**src/rtl/tst_pkg.sv**
```systemverilog
package tst_pkg;

  localparam int SLOTS_DEF      = 32;
  localparam int ID_BITS_DEF    = 32;
  localparam int OWNER_BITS_DEF = 32;

  typedef logic [31:0] word_t;
  typedef logic [5:0]  cnt_t;

  typedef enum logic [2:0] {
    KIND_ALLOC  = 3'd0,
    KIND_FREE   = 3'd1,
    KIND_DETACH = 3'd2,
    KIND_COUNT  = 3'd3,
    KIND_LOOKUP = 3'd4,
    KIND_LIST   = 3'd5,
    KIND_CLEAR  = 3'd6
  } kind_e;

  typedef enum logic [1:0] {
    ST_UNUSED   = 2'd0,
    ST_ACTIVE   = 2'd1,
    ST_DETACHED = 2'd2
  } slot_st_e;

  typedef enum logic [1:0] {
    STAT_OK   = 2'd0,
    STAT_ERR  = 2'd1,
    STAT_FULL = 2'd2
  } status_e;

  // controller -> datapath
  typedef struct packed {
    logic start;      // capture the request word, rewind the scan
    logic scan;       // advance the slot scan
    logic restart;    // resume the scan after the held entry
    logic load_hit;   // load the result for the entry found
    logic load_done;  // load the closing result
  } cmd_t;

  // datapath -> controller
  typedef struct packed {
    logic skip;       // operation answers without a scan
    logic stop_hit;   // scan found the entry it stops on
    logic ev_end;     // last slot has been looked at
    logic out_free;   // output register can take a word
    logic more;       // list has further entries to send
  } sts_t;

endpackage

```
**src/rtl/tst_if.sv**
```systemverilog
interface tst_in_if;
  logic        valid;
  logic        ready;
  logic [2:0]  kind;
  logic [31:0] thread_id;
  logic [31:0] owner_id;
  logic        owner_alive;
  logic [5:0]  list_room;

  modport source (
    output valid, kind, thread_id, owner_id, owner_alive, list_room,
    input  ready
  );
  modport sink (
    input  valid, kind, thread_id, owner_id, owner_alive, list_room,
    output ready
  );
endinterface

interface tst_out_if;
  logic        valid;
  logic        ready;
  logic [1:0]  status;
  logic [31:0] id_out;
  logic [31:0] owner_out;
  logic [1:0]  state_out;
  logic [5:0]  match_count;
  logic [5:0]  live_count;
  logic        last;

  modport source (
    output valid, status, id_out, owner_out, state_out, match_count, live_count, last,
    input  ready
  );
  modport sink (
    input  valid, status, id_out, owner_out, state_out, match_count, live_count, last,
    output ready
  );
endinterface

```
**src/rtl/thread_slot_table_core.sv**
```systemverilog
// Thread slot table: SLOTS slots of (id, owner, state), one operation per input
// word selected by kind. Every operation except clear, a bad kind, an allocate
// for a dead owner and a list that is empty or short of room scans the slots one
// per cycle through a registered read of the id/owner store. A single-result
// operation ends its scan at the last slot or on the slot it stops on; the short
// cases answer without a scan. A list sends one word per used slot in slot order
// and resumes its scan after each word but the last is loaded. Stalls on the
// output hold back the result load. The slot scan sets the rate: one slot is
// looked at per cycle.
// A new request can be taken as soon as the previous result is in the output
// register, even while that word still waits for ready.
module thread_slot_table_core #(
  parameter int SLOTS      = tst_pkg::SLOTS_DEF,
  parameter int ID_BITS    = tst_pkg::ID_BITS_DEF,
  parameter int OWNER_BITS = tst_pkg::OWNER_BITS_DEF
) (
  input  logic      clk_i,
  input  logic      rst_ni,
  tst_in_if.sink    in_i,
  tst_out_if.source out_o
);

  tst_pkg::cmd_t cmd;
  tst_pkg::sts_t sts;
  logic          in_ready;

  tst_ctrl u_ctrl (
    .clk_i      (clk_i),
    .rst_ni     (rst_ni),
    .in_valid_i (in_i.valid),
    .in_ready_o (in_ready),
    .sts_i      (sts),
    .cmd_o      (cmd)
  );

  tst_datapath #(
    .SLOTS      (SLOTS),
    .ID_BITS    (ID_BITS),
    .OWNER_BITS (OWNER_BITS)
  ) u_datapath (
    .clk_i         (clk_i),
    .rst_ni        (rst_ni),
    .cmd_i         (cmd),
    .sts_o         (sts),
    .kind_i        (in_i.kind),
    .thread_id_i   (in_i.thread_id),
    .owner_id_i    (in_i.owner_id),
    .owner_alive_i (in_i.owner_alive),
    .list_room_i   (in_i.list_room),
    .out_ready_i   (out_o.ready),
    .out_valid_o   (out_o.valid),
    .status_o      (out_o.status),
    .id_out_o      (out_o.id_out),
    .owner_out_o   (out_o.owner_out),
    .state_out_o   (out_o.state_out),
    .match_count_o (out_o.match_count),
    .live_count_o  (out_o.live_count),
    .last_o        (out_o.last)
  );

  assign in_i.ready = in_ready;

endmodule

```
**src/rtl/tst_ctrl.sv**
```systemverilog
module tst_ctrl (
  input  logic          clk_i,
  input  logic          rst_ni,
  input  logic          in_valid_i,
  output logic          in_ready_o,
  input  tst_pkg::sts_t sts_i,
  output tst_pkg::cmd_t cmd_o
);

  typedef enum logic [3:0] {
    S_IDLE = 4'b0001,
    S_SCAN = 4'b0010,
    S_HIT  = 4'b0100,
    S_DONE = 4'b1000
  } state_e;

  state_e state_q, state_d;

  always_comb begin
    state_d    = state_q;
    cmd_o      = '0;
    in_ready_o = 1'b0;
    case (state_q)
      S_IDLE: begin
        in_ready_o = 1'b1;
        if (in_valid_i) begin
          cmd_o.start = 1'b1;
          state_d     = S_SCAN;
        end
      end
      S_SCAN: begin
        if (sts_i.skip) begin
          state_d = S_DONE;
        end else begin
          cmd_o.scan = 1'b1;
          if (sts_i.stop_hit) begin
            state_d = S_HIT;
          end else if (sts_i.ev_end) begin
            state_d = S_DONE;
          end
        end
      end
      S_HIT: begin
        if (sts_i.out_free) begin
          cmd_o.load_hit = 1'b1;
          if (sts_i.more) begin
            cmd_o.restart = 1'b1;
            state_d       = S_SCAN;
          end else begin
            state_d = S_IDLE;
          end
        end
      end
      S_DONE: begin
        if (sts_i.out_free) begin
          cmd_o.load_done = 1'b1;
          state_d         = S_IDLE;
        end
      end
      default: begin
        state_d = S_IDLE;
      end
    endcase
  end

  always_ff @(posedge clk_i or negedge rst_ni) begin
    if (!rst_ni) begin
      state_q <= S_IDLE;
    end else begin
      state_q <= state_d;
    end
  end

endmodule

```
**src/rtl/tst_datapath.sv**
```systemverilog
module tst_datapath #(
  parameter int SLOTS      = tst_pkg::SLOTS_DEF,
  parameter int ID_BITS    = tst_pkg::ID_BITS_DEF,
  parameter int OWNER_BITS = tst_pkg::OWNER_BITS_DEF
) (
  input  logic           clk_i,
  input  logic           rst_ni,
  input  tst_pkg::cmd_t  cmd_i,
  output tst_pkg::sts_t  sts_o,
  input  logic [2:0]     kind_i,
  input  tst_pkg::word_t thread_id_i,
  input  tst_pkg::word_t owner_id_i,
  input  logic           owner_alive_i,
  input  tst_pkg::cnt_t  list_room_i,
  input  logic           out_ready_i,
  output logic           out_valid_o,
  output logic [1:0]     status_o,
  output tst_pkg::word_t id_out_o,
  output tst_pkg::word_t owner_out_o,
  output logic [1:0]     state_out_o,
  output tst_pkg::cnt_t  match_count_o,
  output tst_pkg::cnt_t  live_count_o,
  output logic           last_o
);

  localparam int IDX_W  = (SLOTS > 1) ? $clog2(SLOTS) : 1;
  localparam int LIVE_W = $clog2(SLOTS + 1);
  localparam int CMP_W  = (LIVE_W > 6) ? LIVE_W : 6;

  // request word
  logic [2:0]            op_kind_q;
  logic [ID_BITS-1:0]    op_tid_q;
  logic [OWNER_BITS-1:0] op_own_q;
  logic                  op_alive_q;
  tst_pkg::cnt_t         op_room_q;

  // slot table
  logic [ID_BITS-1:0]    mem_id  [SLOTS];
  logic [OWNER_BITS-1:0] mem_own [SLOTS];
  tst_pkg::slot_st_e     st_q    [SLOTS];
  logic [LIVE_W-1:0]     live_q;
  logic [ID_BITS-1:0]    nid_q;

  // scan: read stage and look stage
  logic [IDX_W-1:0]      rd_idx_q;
  logic                  rd_done_q;
  logic                  ev_valid_q;
  logic [IDX_W-1:0]      ev_idx_q;
  tst_pkg::slot_st_e     ev_st_q;
  logic [ID_BITS-1:0]    ev_id_q;
  logic [OWNER_BITS-1:0] ev_own_q;
  logic [LIVE_W-1:0]     n_q;
  logic [LIVE_W-1:0]     k_q;

  // output register
  logic                  out_valid_q;
  tst_pkg::status_e      out_status_q;
  tst_pkg::word_t        out_id_q;
  tst_pkg::word_t        out_own_q;
  tst_pkg::slot_st_e     out_st_q;
  tst_pkg::cnt_t         out_match_q;
  tst_pkg::cnt_t         out_live_q;
  logic                  out_last_q;

  logic [ID_BITS-1:0]    tid_in;
  logic [OWNER_BITS-1:0] own_in;
  logic [ID_BITS-1:0]    alloc_id;
  logic                  rd_en;
  logic                  id_match;
  logic                  own_match;
  logic                  hit;
  logic                  stop_kind;
  logic                  count_kind;
  logic                  list_last;
  logic                  room_short;
  logic                  skip;
  logic                  load;

  tst_pkg::status_e      res_status;
  logic [ID_BITS-1:0]    res_id;
  logic [OWNER_BITS-1:0] res_own;
  tst_pkg::slot_st_e     res_st;
  tst_pkg::cnt_t         res_match;
  logic [LIVE_W-1:0]     res_live;
  logic                  res_last;

  assign tid_in   = ID_BITS'(thread_id_i);
  assign own_in   = OWNER_BITS'(owner_id_i);
  // id 0 is skipped when the counter wraps
  assign alloc_id = (nid_q == '0) ? ID_BITS'(1) : nid_q;

  assign id_match  = (ev_st_q != tst_pkg::ST_UNUSED) && (ev_id_q == op_tid_q) &&
                     (op_tid_q != '0);
  assign own_match = (ev_st_q == tst_pkg::ST_ACTIVE) && (ev_own_q == op_own_q);

  assign list_last  = ((LIVE_W + 1)'(k_q) + (LIVE_W + 1)'(1)) == (LIVE_W + 1)'(live_q);
  assign room_short = CMP_W'(op_room_q) < CMP_W'(live_q);
  assign load       = cmd_i.load_hit || cmd_i.load_done;

  always_comb begin
    hit        = 1'b0;
    stop_kind  = 1'b0;
    count_kind = 1'b0;
    skip       = 1'b0;
    case (op_kind_q)
      tst_pkg::KIND_ALLOC: begin
        hit       = (ev_st_q == tst_pkg::ST_UNUSED);
        stop_kind = 1'b1;
        skip      = !op_alive_q;
      end
      tst_pkg::KIND_FREE, tst_pkg::KIND_LOOKUP: begin
        hit       = id_match;
        stop_kind = 1'b1;
      end
      tst_pkg::KIND_DETACH, tst_pkg::KIND_COUNT: begin
        count_kind = 1'b1;
      end
      tst_pkg::KIND_LIST: begin
        hit       = (ev_st_q != tst_pkg::ST_UNUSED);
        stop_kind = 1'b1;
        skip      = room_short || (live_q == '0);
      end
      tst_pkg::KIND_CLEAR: begin
        skip = 1'b1;
      end
      default: begin
        skip = 1'b1;
      end
    endcase
  end

  assign sts_o.skip     = skip;
  assign sts_o.stop_hit = ev_valid_q && stop_kind && hit;
  assign sts_o.ev_end   = ev_valid_q && (ev_idx_q == IDX_W'(SLOTS - 1));
  assign sts_o.out_free = !out_valid_q || out_ready_i;
  assign sts_o.more     = (op_kind_q == tst_pkg::KIND_LIST) && !list_last;

  // no new read once the entry to stop on sits in the look stage
  assign rd_en = cmd_i.scan && !rd_done_q && !sts_o.stop_hit;

  always_comb begin
    res_status = tst_pkg::STAT_OK;
    res_id     = '0;
    res_own    = '0;
    res_st     = tst_pkg::ST_UNUSED;
    res_match  = '0;
    res_live   = live_q;
    res_last   = 1'b1;
    if (cmd_i.load_hit) begin
      case (op_kind_q)
        tst_pkg::KIND_ALLOC: begin
          res_id   = alloc_id;
          res_own  = op_own_q;
          res_st   = tst_pkg::ST_ACTIVE;
          res_live = live_q + LIVE_W'(1);
        end
        tst_pkg::KIND_FREE: begin
          res_id   = ev_id_q;
          res_own  = ev_own_q;
          res_live = live_q - LIVE_W'(1);
        end
        tst_pkg::KIND_LOOKUP: begin
          res_id  = ev_id_q;
          res_own = ev_own_q;
          res_st  = ev_st_q;
        end
        tst_pkg::KIND_LIST: begin
          res_id    = ev_id_q;
          res_own   = ev_own_q;
          res_st    = ev_st_q;
          res_match = tst_pkg::cnt_t'(live_q);
          res_last  = list_last;
        end
        default: begin
          res_status = tst_pkg::STAT_ERR;
        end
      endcase
    end else begin
      case (op_kind_q)
        tst_pkg::KIND_ALLOC: begin
          res_status = op_alive_q ? tst_pkg::STAT_FULL : tst_pkg::STAT_ERR;
        end
        tst_pkg::KIND_FREE, tst_pkg::KIND_LOOKUP: begin
          res_status = tst_pkg::STAT_ERR;
        end
        tst_pkg::KIND_DETACH, tst_pkg::KIND_COUNT: begin
          res_match = tst_pkg::cnt_t'(n_q);
        end
        tst_pkg::KIND_LIST: begin
          if (room_short) begin
            res_status = tst_pkg::STAT_ERR;
            res_match  = tst_pkg::cnt_t'(live_q);
          end
        end
        tst_pkg::KIND_CLEAR: begin
          res_live = '0;
        end
        default: begin
          res_status = tst_pkg::STAT_ERR;
        end
      endcase
    end
  end

  always_ff @(posedge clk_i or negedge rst_ni) begin
    if (!rst_ni) begin
      op_kind_q   <= tst_pkg::KIND_CLEAR;
      op_alive_q  <= 1'b0;
      live_q      <= '0;
      nid_q       <= ID_BITS'(1);
      rd_idx_q    <= '0;
      rd_done_q   <= 1'b0;
      ev_valid_q  <= 1'b0;
      n_q         <= '0;
      k_q         <= '0;
      out_valid_q <= 1'b0;
      for (int i = 0; i < SLOTS; i++) begin
        st_q[i] <= tst_pkg::ST_UNUSED;
      end
    end else begin
      if (cmd_i.start) begin
        op_kind_q  <= kind_i;
        op_alive_q <= owner_alive_i || (own_in == '0);
        n_q        <= '0;
        k_q        <= '0;
      end

      if (cmd_i.start || cmd_i.restart) begin
        rd_idx_q   <= cmd_i.start ? '0 : ev_idx_q + IDX_W'(1);
        rd_done_q  <= cmd_i.start ? 1'b0 : (ev_idx_q == IDX_W'(SLOTS - 1));
        ev_valid_q <= 1'b0;
      end else if (cmd_i.scan) begin
        ev_valid_q <= rd_en;
        if (rd_en) begin
          if (rd_idx_q == IDX_W'(SLOTS - 1)) begin
            rd_done_q <= 1'b1;
          end else begin
            rd_idx_q <= rd_idx_q + IDX_W'(1);
          end
        end
      end

      if (cmd_i.scan && ev_valid_q && count_kind && own_match) begin
        n_q <= n_q + LIVE_W'(1);
        if (op_kind_q == tst_pkg::KIND_DETACH) begin
          st_q[ev_idx_q] <= tst_pkg::ST_DETACHED;
        end
      end

      if (cmd_i.load_hit) begin
        case (op_kind_q)
          tst_pkg::KIND_ALLOC: begin
            st_q[ev_idx_q] <= tst_pkg::ST_ACTIVE;
            nid_q          <= alloc_id + ID_BITS'(1);
          end
          tst_pkg::KIND_FREE: begin
            st_q[ev_idx_q] <= tst_pkg::ST_UNUSED;
          end
          tst_pkg::KIND_LIST: begin
            k_q <= k_q + LIVE_W'(1);
          end
          default: begin
          end
        endcase
      end

      if (cmd_i.load_done && (op_kind_q == tst_pkg::KIND_CLEAR)) begin
        nid_q <= ID_BITS'(1);
        for (int i = 0; i < SLOTS; i++) begin
          st_q[i] <= tst_pkg::ST_UNUSED;
        end
      end

      if (load) begin
        live_q      <= res_live;
        out_valid_q <= 1'b1;
      end else if (out_ready_i) begin
        out_valid_q <= 1'b0;
      end
    end
  end

  always_ff @(posedge clk_i) begin
    if (cmd_i.start) begin
      op_tid_q  <= tid_in;
      op_own_q  <= own_in;
      op_room_q <= list_room_i;
    end
    if (rd_en) begin
      ev_idx_q <= rd_idx_q;
      ev_st_q  <= st_q[rd_idx_q];
    end
    if (load) begin
      out_status_q <= res_status;
      out_id_q     <= tst_pkg::word_t'(res_id);
      out_own_q    <= tst_pkg::word_t'(res_own);
      out_st_q     <= res_st;
      out_match_q  <= res_match;
      out_live_q   <= tst_pkg::cnt_t'(res_live);
      out_last_q   <= res_last;
    end
  end

  // id and owner store, one write and one registered read per cycle
  always_ff @(posedge clk_i) begin
    if (cmd_i.load_hit && (op_kind_q == tst_pkg::KIND_ALLOC)) begin
      mem_id[ev_idx_q]  <= alloc_id;
      mem_own[ev_idx_q] <= op_own_q;
    end
    if (rd_en) begin
      ev_id_q  <= mem_id[rd_idx_q];
      ev_own_q <= mem_own[rd_idx_q];
    end
  end

  assign out_valid_o   = out_valid_q;
  assign status_o      = out_status_q;
  assign id_out_o      = out_id_q;
  assign owner_out_o   = out_own_q;
  assign state_out_o   = out_st_q;
  assign match_count_o = out_match_q;
  assign live_count_o  = out_live_q;
  assign last_o        = out_last_q;

  a_live_bound: assert property (@(posedge clk_i) disable iff (!rst_ni)
    live_q <= LIVE_W'(SLOTS))
    else $error("live count above slot count");

  a_load_free: assert property (@(posedge clk_i) disable iff (!rst_ni)
    load |-> (!out_valid_q || out_ready_i))
    else $error("result loaded over a pending word");

  a_list_bound: assert property (@(posedge clk_i) disable iff (!rst_ni)
    (cmd_i.load_hit && (op_kind_q == tst_pkg::KIND_LIST)) |-> (k_q < live_q))
    else $error("list sends more entries than are used");

  a_alloc_live: assert property (@(posedge clk_i) disable iff (!rst_ni)
    (cmd_i.load_hit && (op_kind_q == tst_pkg::KIND_ALLOC)) |=>
      (live_q == $past(live_q) + LIVE_W'(1)))
    else $error("allocate did not add a used slot");

endmodule
```
**src/flat_wrapper.sv**
```systemverilog
// flat-port wrapper written by rule: the top's interface ports become plain ports
module thread_slot_table_core_flat 
#(
  parameter int SLOTS      = tst_pkg::SLOTS_DEF,
  parameter int ID_BITS    = tst_pkg::ID_BITS_DEF,
  parameter int OWNER_BITS = tst_pkg::OWNER_BITS_DEF
)
  (clk_i, rst_ni, in_i_valid, in_i_kind, in_i_thread_id, in_i_owner_id, in_i_owner_alive, in_i_list_room, in_i_ready, out_o_valid, out_o_status, out_o_id_out, out_o_owner_out, out_o_state_out, out_o_match_count, out_o_live_count, out_o_last, out_o_ready);
  tst_in_if in_i_i ();
  tst_out_if out_o_i ();
  input  logic clk_i;
  input  logic rst_ni;
  input wire logic [$bits(in_i_i.valid)-1:0] in_i_valid;
  input wire logic [$bits(in_i_i.kind)-1:0] in_i_kind;
  input wire logic [$bits(in_i_i.thread_id)-1:0] in_i_thread_id;
  input wire logic [$bits(in_i_i.owner_id)-1:0] in_i_owner_id;
  input wire logic [$bits(in_i_i.owner_alive)-1:0] in_i_owner_alive;
  input wire logic [$bits(in_i_i.list_room)-1:0] in_i_list_room;
  output wire logic [$bits(in_i_i.ready)-1:0] in_i_ready;
  output wire logic [$bits(out_o_i.valid)-1:0] out_o_valid;
  output wire logic [$bits(out_o_i.status)-1:0] out_o_status;
  output wire logic [$bits(out_o_i.id_out)-1:0] out_o_id_out;
  output wire logic [$bits(out_o_i.owner_out)-1:0] out_o_owner_out;
  output wire logic [$bits(out_o_i.state_out)-1:0] out_o_state_out;
  output wire logic [$bits(out_o_i.match_count)-1:0] out_o_match_count;
  output wire logic [$bits(out_o_i.live_count)-1:0] out_o_live_count;
  output wire logic [$bits(out_o_i.last)-1:0] out_o_last;
  input wire logic [$bits(out_o_i.ready)-1:0] out_o_ready;
  assign in_i_i.valid = in_i_valid;
  assign in_i_i.kind = in_i_kind;
  assign in_i_i.thread_id = in_i_thread_id;
  assign in_i_i.owner_id = in_i_owner_id;
  assign in_i_i.owner_alive = in_i_owner_alive;
  assign in_i_i.list_room = in_i_list_room;
  assign in_i_ready = in_i_i.ready;
  assign out_o_valid = out_o_i.valid;
  assign out_o_status = out_o_i.status;
  assign out_o_id_out = out_o_i.id_out;
  assign out_o_owner_out = out_o_i.owner_out;
  assign out_o_state_out = out_o_i.state_out;
  assign out_o_match_count = out_o_i.match_count;
  assign out_o_live_count = out_o_i.live_count;
  assign out_o_last = out_o_i.last;
  assign out_o_i.ready = out_o_ready;
  thread_slot_table_core #(.SLOTS(SLOTS), .ID_BITS(ID_BITS), .OWNER_BITS(OWNER_BITS)) u_core (.clk_i(clk_i), .rst_ni(rst_ni), .in_i(in_i_i), .out_o(out_o_i));
endmodule
```
**config.mk**
```make
export PLATFORM = sky130hd
export DESIGN_NAME = thread_slot_table_core_flat
export DESIGN_NICKNAME = d
export VERILOG_FILES = /design/src/rtl/tst_pkg.sv /design/src/rtl/tst_if.sv /design/src/rtl/thread_slot_table_core.sv /design/src/rtl/tst_ctrl.sv /design/src/rtl/tst_datapath.sv /design/src/flat_wrapper.sv
export SDC_FILE = /design/constraint.sdc
export NUM_CORES = 2
export LEC_CHECK = 0
export BUFFER_PORTS_ARGS = -buffer_cell sky130_fd_sc_hd__clkbuf_2
export CORE_ASPECT_RATIO = 0.7
export CORE_UTILIZATION = 55
export CTS_CLUSTER_SIZE = 8
export DETAILED_ROUTE_END_ITERATION = 16
export PLACE_DENSITY = 0.73
export SYNTH_ARGS = -nofsm -noshare
export SYNTH_HDL_FRONTEND = slang
export SYNTH_SLANG_ARGS = --single-unit
```
**constraint.sdc**
```tcl
create_clock -name clk_i -period 7.87 [get_ports clk_i]
set_input_delay 0.787 -clock clk_i [delete_from_list [all_inputs] [get_ports clk_i]]
set_output_delay 0.787 -clock clk_i [all_outputs]
set_load 0.03 [all_outputs]
```
==> impl_metrics.py <==
metrics = {
    "placement": {
        "dp_slack_ps": 2840,
        "dp_hpwl_mm": 127,
        "gp_congestion": 0.839,
        "dp.cells": 6569,
        "numPortBuffers": 160,
    },
    "synthesis": {
        "netlist_top_cells_count": "edfxtp_1, mux4_2, nor2_1, clkbuf_1, dfrtp_1",
        "synth_top_area_share_pct": 72.8,
        "synthArstFlopShare_pct": 5.42,
        "synth.area.top_cells": "edfxtp_1, mux4_2, dfrtp_1",
        "avgSynthCellArea_um2": 21.8,
        "synth-edff-count": 2270,
        "synth_top_area_cell": "edfxtp_1",
        "synth-seq-cells": 2400,
        "ys_seq_area_share_pct": 76.3,
        "netlist_instances": 4293,
        "ys.flop_type": "edfxtp_1",
        "synth_most_common_cell": "edfxtp_1",
        "synth_fp_nets": 4391,
        "synth.cell_area_um2": 93700,
        "yosysWarnings": 0,
        "ys_types": 68,
    },
    "drt": {
        "drtPass1Iterations": 8,
        "postRouteAntennaNets": 0,
        "drt-initial-drc-count": 7139,
        "drcViolationCount": 0,
        "m1WireLength_mm": 94.3,
        "met2_length_mm": 115,
        "top_layer": "met5",
        "viasPerCell": 6.85,
        "vias": 48100,
        "wirelength_mm": 246,
        "dr_wl_met3_mm": 27.1,
        "wire_per_inst_um": 34.9,
    },
    "finish": {
        "fillers": 10800,
        "stdcell_count": 7026,
        "fin_nets": 4801,
        "drive_gt1_share_pct": 30.9,
        "syn2layout_area_growth_pct": 14.3,
    },
    "global_route": {
        "grt.overflow.total": 0,
        "grt_max_degree": 148,
        "grt_util_all_layers_pct": 28.9,
        "antenna_found_initial": 3,
        "grt_pass1_vias": 48600,
        "grt_pass1_wl_mm": 351,
    },
    "clocking": {
        "cts_tree": "yes",
        "htreeDepth": 5,
        "clkSlewWorstSetupHoldPaths_ps": 50,
        "cts_resized": 0,
        "cts_setup_buffers": 0,
        "clock-sinks": 2400,
        "cts_inserted_buffers": 350,
        "clk_latency_ps": 940,
        "hold_buffers": 22,
        "clockBufferDepth": 4,
        "cts_root_buf": "clkbuf_16",
    },
    "worst_hold_path": {
        "min_path_type": "input port to register",
        "whs_endpoint": "u_core.u_datapath.op_tid_q[16]",
        "min-delay-start": "in_i_thread_id[16]",
        "min_path_cells": 1,
    },
    "critical_path": {
        "critPathTopFamily": "simple AND/OR/NAND/NOR gates",
        "cp_data_arrival_time_ps": 5960,
        "r2r-end": "u_core.u_datapath.st_q[42]",
        "max_stage_delay_ps": 1160,
        "path_common_cell": "nand3_1",
        "cp-start-kind": "register",
        "required_ps": 8660,
        "path_buf_inv": 1,
        "r2r_slack_ps": 2700,
        "r2r_start": "u_core.u_datapath.op_own_q[31]",
        "cp_max_fo": 34,
        "critPathKind": "register to register",
        "end_kind": "register",
        "ff2ff_path_depth": 8,
        "cp_slowest_cell": "edfxtp_1",
        "path_cells": "xor2_1 -> nor4_1 -> nand3_1 -> nor4_2 -> nand4_2 -> nand3_1 -> buf_4 -> o21ai_1",
    },
    "pwr": {
        "ir_drop_mv": 0.294,
        "power.total_mw": 33.0,
        "powerDensity_nw_per_um2": 308,
        "p_leak_nw": 31.1,
    },
    "floorplanning": {
        "core_area_um2": 169000,
        "die_x_um": 495,
        "initial_utilization_pct": 55.5,
        "die_height_um": 347,
        "pin_count": 161,
        "row_count": 126,
        "dieArea_um2": 172000,
    },
    "sta": {
        "finalWorstSetupSlack_ps": 2700,
        "rsz0062_at_grt": "no",
        "period_share_pct": 65.6,
        "worst_slew_pin_slew_ps": 1350,
        "final-setup-viol-count": 0,
        "max_freq_mhz": 194,
        "timing.final.hold_violations": 0,
        "fin_worst_skew_ps": 79.1,
        "tns_ps": 0,
        "maxSlewHeadroom_pct": 10.3,
        "maxSlewViolCount": 0,
        "timing.final.crit_period_ps": 5170,
    },
    "run_status": {
        "status": "completed",
    },
    "flow_run": {
        "drv_cap": 0,
    },
}
-- cell usage in the layout (no fill, tap or decap), drive strengths merged, types with 5 or more instances in the layout --
| cell type | instances |
|---|---|
| mux4 | 660 |
| inv | 58 |
| o221a | 34 |
| nand3 | 49 |
| ha | 19 |
| a31oi | 41 |
| and4 | 5 |
| xnor2 | 16 |
| nand4 | 24 |
| dfrtp | 126 |
| a21oi | 24 |
| o21ai | 106 |
| nand2 | 77 |
| buf | 139 |
| mux2 | 69 |
| nor2b | 11 |
| a22oi | 64 |
| dlygate4sd3 | 22 |
| o31ai | 9 |
| nor2 | 173 |
| a22o | 7 |
| clkbuf | 579 |
| and3 | 15 |
| nor3 | 14 |
| a211oi | 6 |
| edfxtp | 2270 |
| nor4 | 44 |
| xor2 | 65 |
| and2 | 7 |
-- per-layer routing --
layer | track usage [%] | vias to the layer above
li1 | - | 18800
met1 | 41.2 | 25500
met2 | 43.9 | 3377
met3 | 6.56 | 488
met4 | 11.5 | 2
met5 | 0 | -
-- layout make-up --
cell class / instances / area (um^2) / share of cell area (%)
flip-flops and latches: 2400 / 71400 / 66.7
multi-input cells: 1582 / 21200 / 19.8
clock buffers: 420 / 9080 / 8.49
well taps: 2240 / 2800 / 2.62
repair buffers: 320 / 2180 / 2.03
inverters: 49 / 189 / 0.176
clock inverters: 13 / 135 / 0.126
diodes: 2 / 5.00 / 0.00467
-- worst reg2reg max path, stage by stage (launching register included) --
cell and delay, ps:
edfxtp_1 1160, xor2_1 260, nor4_1 700, nand3_1 410, nor4_2 510, nand4_2 810, nand3_1 700, buf_4 380
o21ai_1 120
-- through the flow --
stage / instance area (um^2) / util (%) / hold WS [ps]
floorplan: 93700 / - / 420
global route: 107000 / 63.4 / 38.9
finish: 107000 / 63.4 / 46.2
detailed placement: 97600 / 57.8 / 517
global placement: 97600 / 57.8 / 503
CTS: 107000 / 63.4 / 0.652
-- worst max path at each step --
stage	start	end	slack, ps	cells after the start
6_report	u_core.u_datapath.op_own_q[31]	u_core.u_datapath.st_q[42]	2700	8
5_1_grt	u_core.u_datapath.op_own_q[31]	u_core.u_datapath.st_q[4]	2440	8
4_1_cts	u_core.u_datapath.op_own_q[31]	u_core.u_datapath.st_q[42]	2820	8
3_5_place_dp	u_core.u_datapath.op_own_q[31]	u_core.u_datapath.st_q[2]	2840	8
3_3_place_gp	u_core.u_datapath.op_own_q[31]	u_core.u_datapath.st_q[0]	2970	8
2_1_floorplan	u_core.u_datapath.live_q[3]	u_core.u_datapath.ev_id_q[0]	940	7
-- kinds of logic after synthesis --
family,Yosys count,share of synthesized area (%)
flops,2400,76.3
mux,733,16.7
simple gates,432,2.26
compound gates,314,2.28
buf+inv,311,1.38
xor+xnor,83,0.806
fa+ha+maj,20,0.275
-- sequential cells by signal, indices dropped and copies added (netlist names), 5 cells and up --
signal	count
u_core.u_datapath.n_q	6
u_core.u_datapath.id_out_o	32
u_core.u_datapath.match_count_o	6
u_core.u_datapath.op_room_q	6
u_core.u_datapath.st_q	64
u_core.u_datapath.k_q	6
u_core.u_datapath.rd_idx_q	5
u_core.u_datapath.op_own_q	32
u_core.u_datapath.ev_own_q	32
u_core.u_datapath.mem_own	1024
u_core.u_datapath.ev_idx_q	5
u_core.u_datapath.live_count_o	6
u_core.u_datapath.owner_out_o	32
u_core.u_datapath.nid_q	32
u_core.u_datapath.mem_id	1024
u_core.u_datapath.live_q	6
u_core.u_datapath.op_tid_q	32
u_core.u_datapath.ev_id_q	32
-- report_power, final --
group          leakage (nW)  total, mW  switching [mW]  internal [mW]
combinational          6.65       4.97            2.93           2.04
sequential             19.9       15.0           0.466           14.5
clock                  4.49       13.1            5.10           7.96
No activity file was read; power rests on OpenSTA's default activity.
